`config.mk`:
```
export PLATFORM = sky130hd
export DESIGN_NAME = lru_key_table_unit
export DESIGN_NICKNAME = d
export VERILOG_FILES = /design/src/sv/lkt_pkg.sv /design/src/sv/lkt_entry.sv /design/src/sv/lru_key_table_unit.sv
export SDC_FILE = /design/constraint.sdc
export NUM_CORES = 2
export LEC_CHECK = 0
export ABC_AREA = 1
export BUFFER_PORTS_ARGS = -buffer_cell sky130_fd_sc_hd__buf_2
export CAP_MARGIN = 15
export CORE_ASPECT_RATIO = 0.6
export CORE_UTILIZATION = 25
export DETAILED_ROUTE_END_ITERATION = 8
export HOLD_SLACK_MARGIN = 0.06
export SLEW_MARGIN = 20
export SYNTH_ARGS = -nofsm -noshare
export SYNTH_HDL_FRONTEND = slang
export SYNTH_HIERARCHICAL = 1
export SYNTH_SLANG_ARGS = --single-unit
```
`constraint.sdc`:
```
create_clock -name clk -period 8.85 [get_ports clk]
set_input_delay 1.3275 -clock clk [delete_from_list [all_inputs] [get_ports clk]]
set_output_delay 1.3275 -clock clk [all_outputs]
set_load 0.01 [all_outputs]
```
`src/sv/lkt_pkg.sv`:
```
// shared types and constants for the lru key table
`timescale 1ns / 1ps

package lkt_pkg;

    // fixed widths of the request and result fields
    localparam int FIELD_KEY_W = 64;
    localparam int CAP_W       = 5;
    localparam logic [CAP_W-1:0] CAP_RESET = 5'd16;

    // operation codes
    localparam logic OP_INSERT = 1'b0;
    localparam logic OP_QUERY  = 1'b1;

    // broadcast command to every entry
    typedef struct packed {
        logic touch;     // hit: move matching entry to most recent
        logic insert;    // insert miss: add key as most recent
        logic evict_do;  // insert miss also drops the oldest entry
    } entry_cmd_t;

    // per-entry selection from the top level
    typedef struct packed {
        logic found;
        logic evict;
        logic slot;
    } entry_sel_t;

    // per-entry status back to the top level
    typedef struct packed {
        logic valid;
        logic match;
        logic oldest;
    } entry_stat_t;

endpackage

```
`src/sv/lkt_entry.sv`:
```
// one table entry: key, valid bit, recency rank and their update
`timescale 1ns / 1ps

module lkt_entry #(
    parameter int KEY_BITS = 64,
    parameter int RANK_W   = 4
) (
    input  logic                clk,
    input  logic                rst_n,
    input  lkt_pkg::entry_cmd_t cmd,
    input  lkt_pkg::entry_sel_t sel,
    input  logic [KEY_BITS-1:0] key,
    input  logic [RANK_W-1:0]   touch_rank,
    input  logic [RANK_W-1:0]   evict_rank,
    output lkt_pkg::entry_stat_t stat,
    output logic [KEY_BITS-1:0] stored_key,
    output logic [RANK_W-1:0]   stored_rank
);

    logic                valid_reg;
    logic                valid_next;
    logic [RANK_W-1:0]   rank_reg;
    logic [RANK_W-1:0]   rank_next;
    logic [KEY_BITS-1:0] key_reg;
    logic                key_load;

    // status toward the top level
    assign stat.valid  = valid_reg;
    assign stat.match  = valid_reg && (key_reg == key);
    assign stat.oldest = valid_reg && (rank_reg == evict_rank);
    assign stored_key  = key_reg;
    assign stored_rank = rank_reg;

    // next valid and rank
    always_comb
    begin
        valid_next = valid_reg;
        rank_next  = rank_reg;
        key_load   = 1'b0;
        if (cmd.touch)
        begin
            if (sel.found)
            begin
                rank_next = '0;
            end
            else if (valid_reg && (rank_reg < touch_rank))
            begin
                rank_next = rank_reg + RANK_W'(1);
            end
        end
        else if (cmd.insert)
        begin
            if (sel.slot)
            begin
                valid_next = 1'b1;
                rank_next  = '0;
                key_load   = 1'b1;
            end
            else if (sel.evict && cmd.evict_do)
            begin
                valid_next = 1'b0;
                rank_next  = '0;
            end
            else if (valid_reg)
            begin
                rank_next = rank_reg + RANK_W'(1);
            end
        end
    end

    // control state
    always_ff @(posedge clk or negedge rst_n)
    begin
        if (!rst_n)
        begin
            valid_reg <= 1'b0;
            rank_reg  <= '0;
        end
        else
        begin
            valid_reg <= valid_next;
            rank_reg  <= rank_next;
        end
    end

    // stored key, no reset
    always_ff @(posedge clk)
    begin
        if (key_load)
        begin
            key_reg <= key;
        end
    end

endmodule

```
`src/sv/lru_key_table_unit.sv`:
```
// top level of the lru key table: request register, entry row, result register
`timescale 1ns / 1ps

// Fully associative LRU table of ENTRIES keys. A request is registered, then every entry
// compares its key in parallel and updates its recency rank once the result register is
// free or being read, and the result lands in an output register. One request is taken
// every cycle while the result side keeps up. The compare across all entries plus the
// rank update sets that rate. Reset clears all valid bits at once, so no clearing pass is
// needed. Capacity writes only ever raise the limit.
module lru_key_table_unit #(
    parameter int ENTRIES  = 16,
    parameter int KEY_BITS = 64
) (
    input  logic                            clk,
    input  logic                            rst_n,
    input  logic                            in_valid,
    output logic                            in_ready,
    input  logic                            func,
    input  logic [lkt_pkg::FIELD_KEY_W-1:0] key,
    output logic                            out_valid,
    input  logic                            out_ready,
    output logic                            hit,
    output logic                            evicted_valid,
    output logic [lkt_pkg::FIELD_KEY_W-1:0] evicted_key,
    output logic                            table_empty,
    input  logic                            cfg_wr_en,
    input  logic [lkt_pkg::CAP_W-1:0]       cfg_wr_data
);

    localparam int RANK_W = (ENTRIES > 1) ? $clog2(ENTRIES) : 1;
    localparam int HELD_W = $clog2(ENTRIES + 1);
    localparam int CMP_W  = (HELD_W > lkt_pkg::CAP_W) ? HELD_W : lkt_pkg::CAP_W;

    // request register
    logic                in_valid_reg;
    logic                func_reg;
    logic [KEY_BITS-1:0] key_reg;

    // result register
    logic                            out_valid_reg;
    logic                            hit_reg;
    logic                            ev_valid_reg;
    logic [lkt_pkg::FIELD_KEY_W-1:0] ev_key_reg;
    logic                            empty_reg;

    // table state
    logic [HELD_W-1:0]         held_reg;
    logic [HELD_W-1:0]         held_next;
    logic [lkt_pkg::CAP_W-1:0] cap_reg;

    // entry row
    lkt_pkg::entry_cmd_t  cmd;
    lkt_pkg::entry_sel_t  sel   [ENTRIES];
    lkt_pkg::entry_stat_t stat  [ENTRIES];
    logic [KEY_BITS-1:0]  skey  [ENTRIES];
    logic [RANK_W-1:0]    srank [ENTRIES];

    logic                advance;
    logic                hit_any;
    logic                full;
    logic                evict_do;
    logic [HELD_W-1:0]   held_m1;
    logic [RANK_W-1:0]   evict_rank;
    logic [RANK_W-1:0]   touch_rank;
    logic [KEY_BITS-1:0] evict_key_sel;
    logic [CMP_W-1:0]    held_ext;
    logic [CMP_W-1:0]    cap_ext;
    logic [CMP_W-1:0]    eff_cap;

    // handshake
    assign advance   = in_valid_reg && (!out_valid_reg || out_ready);
    assign in_ready  = !in_valid_reg || advance;
    assign out_valid = out_valid_reg;

    // capacity limit and oldest rank
    assign held_ext   = CMP_W'(held_reg);
    assign cap_ext    = CMP_W'(cap_reg);
    assign eff_cap    = (cap_ext < CMP_W'(ENTRIES)) ? cap_ext : CMP_W'(ENTRIES);
    assign full       = (held_ext >= eff_cap) && (held_reg != '0);
    assign held_m1    = held_reg - HELD_W'(1);
    assign evict_rank = held_m1[RANK_W-1:0];

    // reductions over the entry row
    always_comb
    begin
        hit_any       = 1'b0;
        touch_rank    = '0;
        evict_key_sel = '0;
        for (int i = 0; i < ENTRIES; i++)
        begin
            hit_any       = hit_any | stat[i].match;
            touch_rank    = touch_rank | (stat[i].match ? srank[i] : '0);
            evict_key_sel = evict_key_sel | (stat[i].oldest ? skey[i] : '0);
        end
    end

    assign evict_do = full && !hit_any && (func_reg == lkt_pkg::OP_INSERT);

    // command broadcast
    assign cmd.touch    = advance && hit_any;
    assign cmd.insert   = advance && !hit_any && (func_reg == lkt_pkg::OP_INSERT);
    assign cmd.evict_do = evict_do;

    // per-entry select, first free slot after eviction
    always_comb
    begin
        logic taken;
        logic free;
        taken = 1'b0;
        for (int i = 0; i < ENTRIES; i++)
        begin
            free         = !stat[i].valid || (evict_do && stat[i].oldest);
            sel[i].found = stat[i].match;
            sel[i].evict = stat[i].oldest;
            sel[i].slot  = free && !taken;
            taken        = taken | free;
        end
    end

    // entry cells
    for (genvar g = 0; g < ENTRIES; g++)
    begin : g_entry
        lkt_entry #(
            .KEY_BITS (KEY_BITS),
            .RANK_W   (RANK_W)
        ) u_entry (
            .clk         (clk),
            .rst_n       (rst_n),
            .cmd         (cmd),
            .sel         (sel[g]),
            .key         (key_reg),
            .touch_rank  (touch_rank),
            .evict_rank  (evict_rank),
            .stat        (stat[g]),
            .stored_key  (skey[g]),
            .stored_rank (srank[g])
        );
    end

    // held count update
    always_comb
    begin
        held_next = held_reg;
        if (cmd.insert)
        begin
            held_next = held_reg - HELD_W'(evict_do) + HELD_W'(1);
        end
    end

    // control registers
    always_ff @(posedge clk or negedge rst_n)
    begin
        if (!rst_n)
        begin
            in_valid_reg  <= 1'b0;
            out_valid_reg <= 1'b0;
            held_reg      <= '0;
            cap_reg       <= lkt_pkg::CAP_RESET;
        end
        else
        begin
            if (in_ready)
            begin
                in_valid_reg <= in_valid;
            end
            if (advance)
            begin
                out_valid_reg <= 1'b1;
            end
            else if (out_ready)
            begin
                out_valid_reg <= 1'b0;
            end
            held_reg <= held_next;
            if (cfg_wr_en && (cfg_wr_data > cap_reg))
            begin
                cap_reg <= cfg_wr_data;
            end
        end
    end

    // request payload
    always_ff @(posedge clk)
    begin
        if (in_valid && in_ready)
        begin
            func_reg <= func;
            key_reg  <= key[KEY_BITS-1:0];
        end
    end

    // result payload
    always_ff @(posedge clk)
    begin
        if (advance)
        begin
            hit_reg      <= hit_any;
            ev_valid_reg <= cmd.insert && evict_do;
            ev_key_reg   <= (cmd.insert && evict_do) ?
                            lkt_pkg::FIELD_KEY_W'(evict_key_sel) : '0;
            empty_reg    <= (held_next == '0);
        end
    end

    assign hit           = hit_reg;
    assign evicted_valid = ev_valid_reg;
    assign evicted_key   = ev_key_reg;
    assign table_empty   = empty_reg;

endmodule

```
==> results.json <==
{
  "status": "finished, violations left",
  "violations": "DRC",
  "antenna_found_initial": 15,
  "grt_max_degree": 67,
  "gp_congestion": 1.06,
  "ir_drop_mv": 0.239,
  "worst-setup-path-type": "flop to flop",
  "layout_commonest_cell": "nand2_1",
  "postSynthCellCount": 7541,
  "syn2layout_area_growth_pct": 15.5,
  "worst_slew_margin_rel_pct": 6.37,
  "synth_ff_type": "edfxtp_1",
  "rows": 147,
  "cts_root_buffer": "clkbuf_16",
  "fmax_mhz": 137,
  "grt_pass1_vias": 51000,
  "wl_met1_mm": 135,
  "instances_no_fill": 11500,
  "cts_tree": "built",
  "largest_reg_flops": 1024,
  "route.vias.total": 58800,
  "start_util_pct": 25.2,
  "setup_viol": 0,
  "final_nets": 7988,
  "met2WireLength_mm": 112,
  "cts-hold-fix-buffers": 0,
  "die_area_sq_mm": 0.272,
  "drive_above_1_share_pct": 8.40,
  "worst_slew_pin_slew_ps": 1400,
  "h-tree-depth": 4,
  "ys_types": 44,
  "cts.clk_slew.worst_paths_ps": 70,
  "synth_top_area_share_pct": 51.5,
  "crit_start": "key_reg[10]",
  "numCtsBuffers": 142,
  "hold_path.class": "flop to flop",
  "reg2reg_depth": 27,
  "clock_sink_count": 1248,
  "tns_ps": 0,
  "cp-end-kind": "flop",
  "yosysWarningCount": 6,
  "coreArea_sq_mm": 0.268,
  "clock_latency_ps": 850,
  "drt_iter0_drc": 11100,
  "syn_area_per_cell_sq_um": 8.94,
  "cap_violations": 0,
  "min_period_ps": 7280,
  "endpoint": "g_entry[11].u_entry/stored_key[61]",
  "crit_path_start_kind": "flop",
  "reg2reg_to": "g_entry[11].u_entry/stored_key[61]",
  "layout_common_cells": "nand2_1 (2288), inv_1 (1370), edfxtp_1 (1156)",
  "cts_resized": 0,
  "route.met3.wl_mm": 65.4,
  "crit_required_ps": 9350,
  "arrival_ps": 7780,
  "placedCellCount": 11300,
  "r2r_slack_ps": 1570,
  "drv_slew": 0,
  "drc_errors": 16,
  "cp_max_fo": 40,
  "power_density_mw_per_mm2": 264,
  "grt_pass1_wl_mm": 427,
  "syn_area_sq_mm": 0.0674,
  "dp_hpwl_mm": 227,
  "die-height_microns": 404,
  "ant_nets": 0,
  "r2r_start": "key_reg[10]",
  "die_w_microns": 672,
  "ctsLongestPathBuffers": 4,
  "ys_top_cells_by_area": "edfxtp_1 (51%), nand2_1 (13%), inv_1 (7.7%)",
  "rsz0062_at_grt": "no",
  "synth_edf_count": 1156,
  "power_leakage_nw": 32.6,
  "netlist.top_cell.by_area": "edfxtp_1",
  "nFillCells": 28400,
  "io_buffer_count": 143,
  "vias_per_cell": 5.11,
  "grt-ovfl-total": 0,
  "period_share_pct": 82.3,
  "skew_ps": 60.1,
  "hold_viol": 0,
  "syn_nets": 7699,
  "wl_per_cell_microns": 27.8,
  "grt_usage_pct": 22.6,
  "io_pins": 144,
  "cts_setup_buffers": 0,
  "firstDrtPassIters": 9,
  "synth-seq-cells": 1248,
  "yosysSeqAreaShare_pct": 54.9,
  "routed_wirelength_mm": 320,
  "top_layer_used": "met5",
  "ys_async_sr_fraction_pct": 7.37
}
==> report_power, final <==
part / internal (W) / switching (W) / total [W]
logic: 0.00220 / 0.00494 / 0.00715
clock network: 0.00335 / 0.00267 / 0.00603
registers: 0.00681 / 0.000535 / 0.00735
==> worst min path at each step <==
stage / slack (ps) / endpoint / from / depth (start not counted)
finish: 530 / out_valid / out_valid / 2
global route: 570 / out_valid / rst_n / 1
CTS: 530 / out_valid / rst_n / 1
detailed placement: 520 / out_valid / out_valid / 2
global placement: 520 / out_valid / out_valid / 2
floorplan: 480 / cap_ext[0] / cap_ext[0] / 2
==> layer usage <==
metal / GRT usage [%] / vias to the layer above
li1: - / 25500
met1: 32.3 / 28200
met2: 27.1 / 4587
met3: 15.5 / 412
met4: 3.98 / 16
met5: 1.41 / -
==> metrics by stage <==
stage	worst slack (ps)	util, %	power [W]	cell area, sq um	hold slack, ps
floorplan	1450	-	0.0114	67400	478
global placement	2090	27.4	0.0143	73400	515
detailed placement	2080	27.4	0.0143	73400	522
CTS	2030	29.1	0.0203	77800	529
global route	1350	29.1	0.0211	77900	568
finish	1570	29.1	0.0205	77900	529
==> kinds of logic (layout without fill, tap and decap cells) <==
kind of cell / count (synthesis) / after routing / share of synthesized area, %
flip-flops: 1248 / 1248 / 54.9
buffers and inverters: 1556 / 1946 / 8.77
XOR/XNOR: 277 / 277 / 3.60
adder cells (fa/ha/maj): 83 / 83 / 1.54
other: 0 / 6 / 0
AO/OA/AOI/OAI: 1034 / 1034 / 11.4
AND/OR/NAND/NOR: 3343 / 3343 / 19.8
==> critical path, cell delays in order, from the launching register on <==
cell and delay, ps:
edfxtp_1 810, buf_4 400, nand2_1 90, nand2_1 50, nor2_1 370, nand2_1 120, nor2_1 510, nand2_1 220
nor2_1 260, nand2_1 80, nor2_1 510, nor2_1 120, nand2_1 140, nor2_2 90, nand3_2 130, nor2_4 80
nand2_2 190, inv_2 230, nand2_1 120, nand2_1 60, inv_1 90, nand4_2 160, nor3_1 350, inv_1 120
a211oi_1 310, nand2_1 170, inv_4 730, buf_4 400
==> layout make-up <==
cell class / count / area, sq um / share of cell area [%]
Antenna cell: 6 / 15.0 / 0.0193
Clock buffer: 172 / 3750 / 4.82
Clock inverter: 73 / 707 / 0.908
Inverter: 1422 / 5390 / 6.92
Multi-Input combinational cell: 4737 / 24600 / 31.6
Sequential cell: 1248 / 37000 / 47.5
Tap cell: 3576 / 4470 / 5.75
Timing Repair Buffer: 279 / 1880 / 2.41
==> synthesized netlist by cell type (34+ instances only) <==
cell type,instances
nand2_1,2288
inv_1,1388
edfxtp_1,1156
nor2_1,734
o21ai_0,277
a221oi_1,244
a22o_1,210
xnor2_1,203
nand3_1,151
o22ai_1,112
dfrtp_1,91
clkbuf_1,90
ha_1,83
xor2_1,74
a41oi_1,55
nand4_1,52
inv_2,34
nand3_2,34
No activity file was read; power rests on OpenSTA's default activity.
